--- config.mk ---
export PLATFORM = sky130hd
export DESIGN_NAME = websocket_frame_receiver
export DESIGN_NICKNAME = d
export VERILOG_FILES = /design/src/wsfr_pkg.sv /design/src/wsfr_parser.sv /design/src/wsfr_res_fifo.sv /design/src/websocket_frame_receiver.sv
export SDC_FILE = /design/constraint.sdc
export NUM_CORES = 1
export LEC_CHECK = 0
export ABC_AREA = 1
export ABC_CLOCK_PERIOD_IN_PS = 4700
export BUFFER_PORTS_ARGS = -buffer_cell sky130_fd_sc_hd__buf_4
export CAP_MARGIN = 20
export CORE_MARGIN = 8
export CORE_UTILIZATION = 48
export DETAILED_ROUTE_END_ITERATION = 7
export PLACE_DENSITY = 0.67
export SETUP_SLACK_MARGIN = 0.05
export SYNTH_ARGS = -nofsm -noshare
export SYNTH_HDL_FRONTEND = slang
export SYNTH_HIERARCHICAL = 1
export SYNTH_SLANG_ARGS = --single-unit
--- constraint.sdc ---
create_clock -name clk -period 4.7 [get_ports clk]
set_input_delay 1.41 -clock clk [delete_from_list [all_inputs] [get_ports clk]]
set_output_delay 1.41 -clock clk [all_outputs]
set_load 0.02 [all_outputs]
--- src/wsfr_pkg.sv ---
// Shared types and constants for the WebSocket frame receiver.
package wsfr_pkg;

	// Frame header bytes and the length flip pattern
	localparam logic [7:0] HDR_TEXT  = 8'h81;
	localparam logic [7:0] HDR_PONG  = 8'h8A;
	localparam logic [7:0] HDR_CLOSE = 8'h88;
	localparam logic [7:0] LEN_FLIP  = 8'h80;

	// Timer and register widths
	localparam int unsigned TIMER_W = 17;
	localparam int unsigned CFG_W   = 16;
	localparam logic [TIMER_W-1:0] TIMER_MAX = {TIMER_W{1'b1}};
	localparam logic [CFG_W-1:0] PONG_GRACE_RESET = 16'd500;

	// Register indexes on the configuration port
	localparam logic CFG_PING_INTERVAL = 1'b0;
	localparam logic CFG_PONG_GRACE    = 1'b1;

	// Result queue geometry
	localparam int unsigned RES_DEPTH = 8;
	localparam int unsigned RES_AW    = $clog2(RES_DEPTH);
	localparam int unsigned RES_CW    = $clog2(RES_DEPTH + 1);

	typedef enum logic [1:0] {
		ACT_TICK = 2'd0,
		ACT_BYTE = 2'd1,
		ACT_OPEN = 2'd2
	} action_t;

	typedef enum logic [3:0] {
		PH_HEADER  = 4'b0001,
		PH_LENGTH  = 4'b0010,
		PH_MASK    = 4'b0100,
		PH_PAYLOAD = 4'b1000
	} phase_t;

	typedef enum logic [1:0] {
		FK_TEXT  = 2'd0,
		FK_PONG  = 2'd1,
		FK_CLOSE = 2'd2
	} frame_kind_t;

	typedef enum logic [2:0] {
		K_BYTE    = 3'd0,
		K_EMPTY   = 3'd1,
		K_PING    = 3'd2,
		K_CLOSE   = 3'd3,
		K_TIMEOUT = 3'd4
	} res_kind_t;

	typedef struct packed {
		res_kind_t   kind;
		logic [7:0]  data;
		logic        last;
		logic        from_pong;
	} result_t;

endpackage

--- src/wsfr_parser.sv ---
// Frame parser, unmasker and keepalive timers: one registered item per cycle.
module wsfr_parser (
	input  logic                          clk,
	input  logic                          arst_n,
	input  logic                          item_valid,
	input  logic [1:0]                    action,
	input  logic [7:0]                    rx_byte,
	input  logic [wsfr_pkg::CFG_W-1:0]    ping_interval,
	input  logic [wsfr_pkg::CFG_W-1:0]    pong_grace,
	output logic [1:0]                    res_count,
	output wsfr_pkg::result_t             res0,
	output wsfr_pkg::result_t             res1
);
	import wsfr_pkg::*;

	phase_t              phase_q, phase_d;
	frame_kind_t         fkind_q, fkind_d;
	logic [7:0]          remain_q, remain_d;
	logic [1:0]          pos_q, pos_d;
	logic [TIMER_W-1:0]  since_ping_q, since_ping_d;
	logic [TIMER_W-1:0]  since_pong_q, since_pong_d;
	logic                connected_q, connected_d;
	logic [7:0]          mask_q [4];

	logic                mask_we;
	logic [TIMER_W-1:0]  ping_inc, pong_inc, pong_limit;
	logic [7:0]          len_val, remain_dec, unmasked;
	logic [1:0]          pos_inc;
	logic                pong_flag;

	// Saturating timer steps and the pong deadline
	assign ping_inc   = (since_ping_q == TIMER_MAX) ? TIMER_MAX : since_ping_q + 1'b1;
	assign pong_inc   = (since_pong_q == TIMER_MAX) ? TIMER_MAX : since_pong_q + 1'b1;
	assign pong_limit = {1'b0, ping_interval} + {1'b0, pong_grace};
	assign len_val    = rx_byte ^ LEN_FLIP;
	assign remain_dec = (remain_q != 8'd0) ? remain_q - 8'd1 : remain_q;
	assign pos_inc    = pos_q + 2'd1;
	assign unmasked   = mask_q[pos_q] ^ rx_byte;
	assign pong_flag  = (fkind_q == FK_PONG);

	// Next state and results for the item in the input register
	always_comb begin
		phase_d      = phase_q;
		fkind_d      = fkind_q;
		remain_d     = remain_q;
		pos_d        = pos_q;
		since_ping_d = since_ping_q;
		since_pong_d = since_pong_q;
		connected_d  = connected_q;
		mask_we      = 1'b0;
		res_count    = 2'd0;
		res0         = '{kind: K_BYTE, data: 8'd0, last: 1'b1, from_pong: 1'b0};
		res1         = '{kind: K_BYTE, data: 8'd0, last: 1'b1, from_pong: 1'b0};
		if (item_valid) begin
			case (action)
				ACT_TICK: begin
					if (connected_q) begin
						since_ping_d = ping_inc;
						since_pong_d = pong_inc;
						if (ping_interval != '0) begin
							if (ping_inc > {1'b0, ping_interval}) begin
								since_ping_d = '0;
								res0.kind    = K_PING;
								res_count    = 2'd1;
							end
							if (pong_inc > pong_limit) begin
								if (res_count == 2'd1) begin
									res1.kind = K_TIMEOUT;
								end else begin
									res0.kind = K_TIMEOUT;
								end
								res_count   = res_count + 2'd1;
								connected_d = 1'b0;
								phase_d     = PH_HEADER;
								remain_d    = 8'd0;
								pos_d       = 2'd0;
							end
						end
					end
				end
				ACT_BYTE: begin
					if (connected_q) begin
						case (phase_q)
							PH_HEADER: begin
								if (rx_byte == HDR_TEXT) begin
									fkind_d      = FK_TEXT;
									since_ping_d = '0;
									since_pong_d = '0;
									phase_d      = PH_LENGTH;
								end else if (rx_byte == HDR_PONG) begin
									fkind_d      = FK_PONG;
									since_pong_d = '0;
									phase_d      = PH_LENGTH;
								end else if (rx_byte == HDR_CLOSE) begin
									fkind_d = FK_CLOSE;
									phase_d = PH_LENGTH;
								end
							end
							PH_LENGTH: begin
								remain_d = len_val;
								pos_d    = 2'd0;
								if (fkind_q == FK_CLOSE && len_val == 8'd0) begin
									res0.kind   = K_CLOSE;
									res_count   = 2'd1;
									connected_d = 1'b0;
									phase_d     = PH_HEADER;
								end else begin
									phase_d = PH_MASK;
								end
							end
							PH_MASK: begin
								mask_we = 1'b1;
								pos_d   = pos_inc;
								if (pos_inc == 2'd0) begin
									if (remain_q != 8'd0) begin
										phase_d = PH_PAYLOAD;
									end else if (fkind_q == FK_CLOSE) begin
										res0.kind   = K_CLOSE;
										res_count   = 2'd1;
										connected_d = 1'b0;
										phase_d     = PH_HEADER;
										remain_d    = 8'd0;
									end else begin
										res0.kind      = K_EMPTY;
										res0.from_pong = pong_flag;
										res_count      = 2'd1;
										phase_d        = PH_HEADER;
									end
								end
							end
							PH_PAYLOAD: begin
								pos_d    = pos_inc;
								remain_d = remain_dec;
								if (remain_dec == 8'd0) begin
									phase_d = PH_HEADER;
								end
								if (fkind_q == FK_CLOSE) begin
									if (remain_dec == 8'd0) begin
										res0.kind   = K_CLOSE;
										res_count   = 2'd1;
										connected_d = 1'b0;
										pos_d       = 2'd0;
									end
								end else begin
									res0.kind      = K_BYTE;
									res0.data      = unmasked;
									res0.last      = (remain_dec == 8'd0);
									res0.from_pong = pong_flag;
									res_count      = 2'd1;
								end
							end
							default: begin
								phase_d = PH_HEADER;
							end
						endcase
					end
				end
				ACT_OPEN: begin
					connected_d  = 1'b1;
					since_ping_d = '0;
					since_pong_d = '0;
					phase_d      = PH_HEADER;
					remain_d     = 8'd0;
					pos_d        = 2'd0;
				end
				default: begin
				end
			endcase
		end
	end

	// Hold parser state and timers
	always_ff @(posedge clk or negedge arst_n) begin
		if (!arst_n) begin
			phase_q      <= PH_HEADER;
			fkind_q      <= FK_TEXT;
			remain_q     <= 8'd0;
			pos_q        <= 2'd0;
			since_ping_q <= '0;
			since_pong_q <= '0;
			connected_q  <= 1'b0;
		end else begin
			phase_q      <= phase_d;
			fkind_q      <= fkind_d;
			remain_q     <= remain_d;
			pos_q        <= pos_d;
			since_ping_q <= since_ping_d;
			since_pong_q <= since_pong_d;
			connected_q  <= connected_d;
		end
	end

	// Capture mask key bytes
	always_ff @(posedge clk) begin
		if (mask_we) begin
			mask_q[pos_q] <= rx_byte;
		end
	end

endmodule

--- src/wsfr_res_fifo.sv ---
// Result queue: takes up to two results per cycle, hands out one per transaction.
module wsfr_res_fifo (
	input  logic                          clk,
	input  logic                          arst_n,
	input  logic [1:0]                    push_count,
	input  wsfr_pkg::result_t             push0,
	input  wsfr_pkg::result_t             push1,
	input  logic                          pop,
	output logic [wsfr_pkg::RES_CW-1:0]   level,
	output wsfr_pkg::result_t             head
);
	import wsfr_pkg::*;

	result_t            mem_q [RES_DEPTH];
	logic [RES_AW-1:0]  wr_q, rd_q;
	logic [RES_CW-1:0]  level_q;
	logic [RES_AW-1:0]  wr_next;

	assign wr_next = wr_q + 1'b1;
	assign level   = level_q;
	assign head    = mem_q[rd_q];

	// Write one or two entries
	always_ff @(posedge clk) begin
		if (push_count != 2'd0) begin
			mem_q[wr_q] <= push0;
		end
		if (push_count == 2'd2) begin
			mem_q[wr_next] <= push1;
		end
	end

	// Advance pointers and fill level
	always_ff @(posedge clk or negedge arst_n) begin
		if (!arst_n) begin
			wr_q    <= '0;
			rd_q    <= '0;
			level_q <= '0;
		end else begin
			wr_q    <= wr_q + RES_AW'(push_count);
			rd_q    <= rd_q + RES_AW'(pop);
			level_q <= level_q + RES_CW'(push_count) - RES_CW'(pop);
		end
	end

endmodule

--- src/websocket_frame_receiver.sv ---
// Top level of the WebSocket frame receiver: input register, parser, result queue.
//
//  Channel | Direction | Signals                       | Contents
//  s_*     | in        | s_tvalid s_tready s_tdata s_tuser | tick, byte or link-open item
//  m_*     | out       | m_tvalid m_tready m_tdata m_tlast m_tuser | message byte or event
//  cfg_*   | in        | cfg_we cfg_index cfg_data     | ping interval, pong grace
//
// One item is accepted per cycle while s_tready is high; it is registered, decoded in the
// next cycle and its zero to two results land in an eight-entry queue, from whose head they
// leave on m_*. A tick may give a ping and a timeout, which leave on two successive
// transactions. s_tready drops only when the queue cannot take two more results for a new
// item and, if one is registered, two for the registered item as well. Reset clears the
// parser, timers and queue, leaves the link closed and the mask key unknown.
module websocket_frame_receiver (
	input  logic        clk,
	input  logic        arst_n,
	input  logic        s_tvalid,
	output logic        s_tready,
	input  logic [7:0]  s_tdata,   // [7:0] rx_byte
	input  logic [1:0]  s_tuser,   // [1:0] action
	output logic        m_tvalid,
	input  logic        m_tready,
	output logic [7:0]  m_tdata,   // [7:0] data
	output logic        m_tlast,
	output logic [3:0]  m_tuser,   // [2:0] kind, [3] from_pong
	input  logic        cfg_we,
	input  logic        cfg_index,
	input  logic [15:0] cfg_data
);
	import wsfr_pkg::*;

	logic               item_valid_s1;
	logic [1:0]         action_s1;
	logic [7:0]         byte_s1;
	logic [CFG_W-1:0]   ping_interval_q, pong_grace_q;
	logic [1:0]         res_count;
	result_t            res0, res1, head;
	logic [RES_CW-1:0]  level;
	logic [RES_CW:0]    need;
	logic               pop;

	// Room for two results each for the registered item, if any, and one more
	assign need     = {1'b0, level} + (item_valid_s1 ? (RES_CW+1)'(4) : (RES_CW+1)'(2));
	assign s_tready = (need <= (RES_CW+1)'(RES_DEPTH));

	// Configuration registers
	always_ff @(posedge clk or negedge arst_n) begin
		if (!arst_n) begin
			ping_interval_q <= '0;
			pong_grace_q    <= PONG_GRACE_RESET;
		end else if (cfg_we) begin
			case (cfg_index)
				CFG_PING_INTERVAL: ping_interval_q <= cfg_data;
				CFG_PONG_GRACE:    pong_grace_q    <= cfg_data;
				default: begin
				end
			endcase
		end
	end

	// Input register
	always_ff @(posedge clk or negedge arst_n) begin
		if (!arst_n) begin
			item_valid_s1 <= 1'b0;
		end else begin
			item_valid_s1 <= s_tvalid && s_tready;
		end
	end

	always_ff @(posedge clk) begin
		if (s_tvalid && s_tready) begin
			action_s1 <= s_tuser;
			byte_s1   <= s_tdata;
		end
	end

	wsfr_parser u_parser (
		.clk           (clk),
		.arst_n        (arst_n),
		.item_valid    (item_valid_s1),
		.action        (action_s1),
		.rx_byte       (byte_s1),
		.ping_interval (ping_interval_q),
		.pong_grace    (pong_grace_q),
		.res_count     (res_count),
		.res0          (res0),
		.res1          (res1)
	);

	assign pop = m_tvalid && m_tready;

	wsfr_res_fifo u_res_fifo (
		.clk        (clk),
		.arst_n     (arst_n),
		.push_count (res_count),
		.push0      (res0),
		.push1      (res1),
		.pop        (pop),
		.level      (level),
		.head       (head)
	);

	// Drive the result stream from the queue head
	assign m_tvalid = (level != '0);
	assign m_tdata  = head.data;
	assign m_tlast  = head.last;
	assign m_tuser  = {head.from_pong, head.kind};

endmodule
# --- Word level (Yosys, flattened, before mapping) ---
# Memories as Yosys holds them, arrays and structs flattened.
# Cells that the tools add are included.
op_classes:
  n_addsub: 12
  order_cmp: 3
  n_eq_ne: 28
  n_mux: 117
  bitwise_logic: 3
  reduce_logical: 22
ops:
  columns: ["op", "count"]
  rows:
  - ["17-bit two-way mux", 13]
  - ["17-bit one-hot mux with 3 select lines", 2]
  - ["8-bit two-way mux", 8]
  - ["8-bit one-hot mux with 3 select lines", 2]
  - ["2-bit two-way mux", 23]
  - ["3-bit two-way mux", 15]
  - ["4-bit two-way mux", 10]
  - ["17-bit by 1-bit adder with 17-bit output, second input constant", 2]
  - ["17-bit == test, second input constant", 2]
  - ["1-bit two-way mux", 28]
  - ["13-bit two-way mux", 2]
  - ["8-bit == test, second input constant", 3]
  - ["10-bit two-way mux", 2]
  - ["2-bit one-hot mux with 3 select lines", 3]
  - ["16-bit by 16-bit adder with 17-bit output", 1]
  - ["17-bit by 16-bit > comparator with 1-bit output", 1]
  - ["17-bit > comparator", 1]
  - ["8-bit zero test", 2]
  - ["4-bit one-hot mux with 4 select lines", 1]
  - ["16-bit nonzero test", 1]
  - ["4-bit one-hot mux with 3 select lines", 1]
  - ["6-bit AND reduction", 2]
  - ["2-bit by 1-bit inequality test with 1-bit output, second input constant", 5]
  - ["10-bit AND reduction", 1]
  - ["other kinds (39)", 54]
totals:
  register_bits: 104
  ram_bits: 136
  in_bits: 32
  out_inout_bits: 15
  elab_cells: 202
  n_memories: 2
mem_list:
  columns: ["name", "words", "width", "rd", "rd_ports_with_merged_regs", "wr", "line_no", "source"]
  rows:
  - ["u_res_fifo.mem_q", 8, 13, 1, 0, 2, "wsfr_res_fifo.sv:14", "result_t mem_q [RES_DEPTH];"]
  - ["u_parser.mask_q", 4, 8, 1, 0, 1, "wsfr_parser.sv:23", "logic [7:0] mask_q [4];"]

# --- Longest topological paths before layout ---
logic_depth:
  ltp_word: 17
  ltp_mapped: 35
  ltp_nobuf: 34

# --- Modules after synthesis ---
# The synthesis kept the hierarchy.
modules_own_cells:
  columns: ["module", "n_inst", "cells_each", "area_per_inst_um2", "seq_area_each_um2"]
  rows:
  - ["wsfr_res_fifo", 1, 908, 7109.3, 3373.2]
  - ["wsfr_parser", 1, 940, 6821.5, 2238.4]
  - ["websocket_frame_receiver", 1, 156, 1783.0, 1133.6]

# --- Least setup slack after synthesis ---
# OpenSTA, ideal clock, no wires.
synth_timing:
  kind: "register -> register"
  start: "reg ping_interval_q[0]"
  end: "mem u_res_fifo/mem_q[0][0] in the netlist's numbering (enable)"
  setup_ns: 0.401
  arrival_time_ns: 4.388
  t_required_ns: 4.299
  slack_ns: -0.089
  stages_incl_launch_ff: 28
  path_buffers: 0
  synth_period_minus_slack_ns: 4.789
  path_cell_list: "dfrtp_1 ha_1 fa_1 nand3_1 nand3_1 nand3_1 nand3_1 a31o_2 nand2_1 nand2_1 a21oi_1 ha_1 nand2_1 inv_1 nand2_1 inv_1 a21oi_1 nand3_1 nand2_1 inv_1 ha_1 nor2_1 nand3_1 nand3_1 inv_1 nand2_1 nand2_1 o21ai_0"
synth_lines:
  columns: ["item", "line_no", "source"]
  rows:
  - ["from (decl)", "websocket_frame_receiver.sv:35", "logic [CFG_W-1:0] ping_interval_q, pong_grace_q;"]
  - ["from (signal assigned)", "websocket_frame_receiver.sv:53", "CFG_PING_INTERVAL: ping_interval_q <= cfg_data;"]
  - ["to (decl)", "wsfr_res_fifo.sv:14", null]

# --- Worst setup path in the final report ---
layout_timing:
  start: "reg u_parser.since_pong_q[0]"
  end: "reg u_res_fifo.level_q[1], in the netlist u_res_fifo/level[1]"
layout_between:
  elab_chain_cells: 10
  word_cells_on_any_way: 11
  cone_classes: "3 x add/sub; 1 x order compare; 1 x eq/ne; 6 x mux"
layout_lines:
  columns: ["item", "line_no", "source"]
  rows:
  - ["from (decl)", "wsfr_parser.sv:21", "logic [TIMER_W-1:0] since_pong_q, since_pong_d;"]
  - ["from (signal assigned)", "wsfr_parser.sv:188", "since_pong_q <= since_pong_d;"]
  - ["17-bit by 1-bit adder with 17-bit output or 17-bit == test (tied branches)", "wsfr_parser.sv:33", "assign pong_inc = (since_pong_q == TIMER_MAX) ? TIMER_MAX : since_pong_q + 1'b1;"]
  - ["17-bit two-way mux *", "wsfr_parser.sv:33", null]
  - ["17-bit > comparator *", "wsfr_parser.sv:66", "if (pong_inc > pong_limit) begin"]
  - ["2-bit two-way mux *", "wsfr_parser.sv:66", null]
  - ["2-bit two-way mux *", "wsfr_parser.sv:60", "if (ping_interval != '0) begin"]
  - ["2-bit two-way mux *", "wsfr_parser.sv:57", "if (connected_q) begin"]
  - ["2-bit one-hot mux with 2 select lines *", "wsfr_parser.sv:55", "case (action)"]
  - ["2-bit two-way mux *", "wsfr_parser.sv:54", "if (item_valid) begin"]
  - ["named net res_count[0]", "websocket_frame_receiver.sv:36", "logic [1:0] res_count;"]
  - ["4-bit by 2-bit adder with 4-bit output *", "wsfr_res_fifo.sv:42", "level_q <= level_q + RES_CW'(push_count) - RES_CW'(pop);"]
  - ["4-bit by 1-bit subtractor with 4-bit output *", "wsfr_res_fifo.sv:42", null]
  - ["to (signal assigned)", "wsfr_res_fifo.sv:42", null]
  - ["to (decl)", "wsfr_res_fifo.sv:16", "logic [RES_CW-1:0] level_q;"]
# Mark *: on every way through the listed nets, which the timed path passes. The rest lies on a longest branch.
# A chain may end at the register's enable or synchronous reset.

==> metrics.md <==
| Metric | Value |
|---|---|
| Status | complete, no violations |
| Max Fclk | 0.225 GHz |
| Routed vias | 13.2k |
| Synth top area share | 27.9% |
| Dpl cells | 2,431 |
| RSZ-0062 raised after global routing | yes |
| Max-slew violation count | 0 |
| Relative slew slack | 32.8% |
| Most frequent cell after synthesis | nand2_1 |
| Critical Path Start | u_parser/since_pong_q[0] |
| Worst vdd ir | 0.000285 V |
| PwrDens | 417 nW/um^2 |
| Core Region | 32,400 sq um |
| Layout Cells excl Fill | 2,501 |
| GRT overflow | 0 |
| Synthesized flop and latch total | 240 |
| Hpwl dp | 27,800 um |
| Area Overhead vs Synth | 12.9% |
| Pre-CTS WS | -0.0158 ns |
| CTS tree | done |
| DR iter-0 viols | 1,072 |
| Largest net degree at the start of global routing | 68 |
| Register-to-register setup slack | 0.25 ns |
| Critical Path Sink | u_res_fifo/level[1] |
| Die ar. | 38,800 sq um |
| Clock latency on the worst-skew pair | 0.53 ns |
| Placer Congestion | 0.909 |
| Setup ws final | 0.246 ns |
| Wire length per cell | 16.1 um |
| Cell mode on critical path | inv_2 |
| Initial antenna violation count | 0 |
| Crit path launch type | flop |
| Starting Density | 48.5% |
| Seq/Total Area, Yosys | 42.9% |
| Req. time, crit path | 5.12 ns |
| Final Setup Violations | 0 |
| Longest Clk Path Bufs | 3 |
| Hold-fix buffers, CTS | 0 |
| Largest stage delay on the critical path | 0.55 ns |
| Mapped Avg Cell Area | 7.84 sq um |
| Share of layout cells above drive strength 1 | 14.9% |
| Worst min-delay path class | flop to flop |
| Reg2Reg Capture Point | u_res_fifo/level[1] |
| Global-route wire length before repair | 64,200 um |
| Yosys top cell by area | edfxtp_1 |
| Final min period | 4.45 ns |
| Worst R2R Start | u_parser/since_pong_q[0] |
| DIE WIDTH | 197 um |
| Final net count | 2,152 |
| Max-cap violations | 0 |
| Die Y | 197 um |
| Synth warn | 6 |
| Final hold viol count | 0 |
| Total iterations of the first detailed-routing run | 5 |
| Leak Pwr | 8.56 nW |
| Area of the multi-input gates | 7530 sq um |
| Vias in the first global route | 12.6k |
| Port bufs | 46 |
| Antenna Nets Post-Route | 0 |
| Final period utilization | 94.8% |
| Clk_skew | 0.0167 ns |
| CTS root buf | clkbuf_16 |
| Worst Path Class, Setup | flop to flop |
| Htree depth | 1 |
| DRC | 0 |
| DRT Wirelength | 40,300 um |
| Most frequent cells after synthesis | 682 x nand2_1, 274 x inv_1, 146 x edfxtp_1 |
| Routed via count divided by cell count | 5.28 |
| Synth Instances | 2,004 |
| Critical-path maximum fanout | 4 |
| Clock sinks | 240 |
| Diodes inserted | 0 |
| Filler cells | 3,006 |
| Ports | 47 |
| Clock transition at the registers of the reported paths | 0.06 ns |
| Least-Margin Pin Slew | 1.01 ns |
| Post-synthesis async set-or-reset flop share | 39.2% |
| CP Capture Type | flop |
| Number of synthesized flops with an enable pin | 146 |
| Total clock buffers created by CTS | 27 |
| Synth area leaders | edfxtp_1 28%, nand2_1 16%, dfrtp_1 14% |
| Row count | 66 |
| Register area | 6750 sq um |
| Gr usage total | 20.2% |
| Crit path DAT | 4.88 ns |
| CP max-delay cell | fa_2 |
| Area of the mapped netlist | 15,700 sq um |
| Hold WS | 0.483 ns |
| Library cells used by synthesis | 59 |
| Reg2reg path depth | 27 |
| Synth Flop Type | edfxtp_1 |
worst min path at each step:
| stage | from | to | slack, ns | cells after the start |
|---|---|---|---|---|
| detailed placement | pong_grace_q[4] | pong_grace_q[4] | 0.47 | 2 |
| floorplan | u_parser/phase_q[0] | u_parser/phase_q[0] | 0.45 | 2 |
| CTS | pong_grace_q[4] | pong_grace_q[4] | 0.48 | 2 |
| global placement | u_parser/phase_q[0] | u_parser/phase_q[0] | 0.47 | 2 |
| global route | pong_grace_q[6] | pong_grace_q[6] | 0.50 | 2 |
| finish | pong_grace_q[6] | pong_grace_q[6] | 0.48 | 2 |
stage by stage:
stage	total power, W	area (sq um)	TNS (ns)	utilization [%]
after floorplan	0.00446	15800	-6.66	-
after global placement	0.00522	16300	0	50.5
after detailed placement	0.00528	16300	-0.0201	50.5
after CTS	0.00733	17200	0	53.1
after global routing	0.00787	17700	-1.52	54.8
final	0.00739	17700	0	54.8
flip-flops by register name, summed over array words and instances (netlist names), 2 cells and up:
| signal | flops |
|---|---|
| u_res_fifo/level | 4 |
| pong_grace_q | 16 |
| u_parser/mask_q | 32 |
| u_parser/phase_q | 4 |
| u_parser/remain_q | 8 |
| ping_interval_q | 16 |
| action_s1 | 2 |
| byte_s1 | 8 |
| u_res_fifo/rd_q | 3 |
| u_res_fifo/wr_q | 3 |
| u_parser/pos_q | 2 |
| u_parser/fkind_q | 2 |
| u_res_fifo/mem_q | 104 |
| u_parser/since_pong_q | 17 |
| u_parser/since_ping_q | 17 |
cell families after synthesis:
kind of cell	share of synthesized area (%)
other	0.0478
adder cells (fa/ha/maj)	6.40
AO/OA/AOI/OAI	7.45
flip-flops	42.9
buffers and inverters	11.5
AND/OR/NAND/NOR	29.9
XOR/XNOR	1.78
power breakdown:
part / internal, W / switching [W]
Sequential: 0.00244 / 0.000172
Clock: 0.00120 / 0.000819
Combinational: 0.000942 / 0.00181
Total: 0.00458 / 0.00281
metal layers:
layer	wire length (um)	global-route usage, %	vias to the layer above
li1	-	-	6582
met1	17200	25.2	6150
met2	19900	35.6	402
met3	2090	2.52	83
met4	1160	6.83	0
met5	0	0	-
area by class of cell:
class / count / area share [%]
Multi-Input combinational cell: 1372 / 42.5
Sequential cell: 240 / 38.0
Inverter: 281 / 5.95
Timing Repair Buffer: 120 / 5.72
Clock buffer: 31 / 3.89
Tap cell: 442 / 3.12
Clock inverter: 15 / 0.818
timing repair:
item,4_1_cts,5_1_grt
cloned,0,1
buffers inserted,0,22
pin swaps,1,34
endpoints found under the setup margin,29,211
resized for setup,4,83
worst max-delay path, delay by kind of cell, from the launching register on:
kind                     cells  cell delay (ns)
flip-flops                   1             0.42
AND/OR/NAND/NOR             14             1.76
adder cells (fa/ha/maj)      6             1.61
buffers and inverters        7             0.57
cells in the final DEF, fill, tap and decap left out, drive strengths merged, types with 3 or more instances in the layout:
cell,count
edfxtp,146
inv,277
ha,74
a21oi,48
o22ai,11
fa,4
nor3,14
clkinv,16
clkbuf,31
or2,7
nand2,690
a32o,8
dfrtp,87
buf,120
nor2,99
nor4,5
a31oi,4
bufinv,3
nand4,128
dfstp,7
xor2,24
o21bai,3
o21ai,102
conb,12
nand3,114
xnor2,8
No activity file was read; power rests on OpenSTA's default activity.
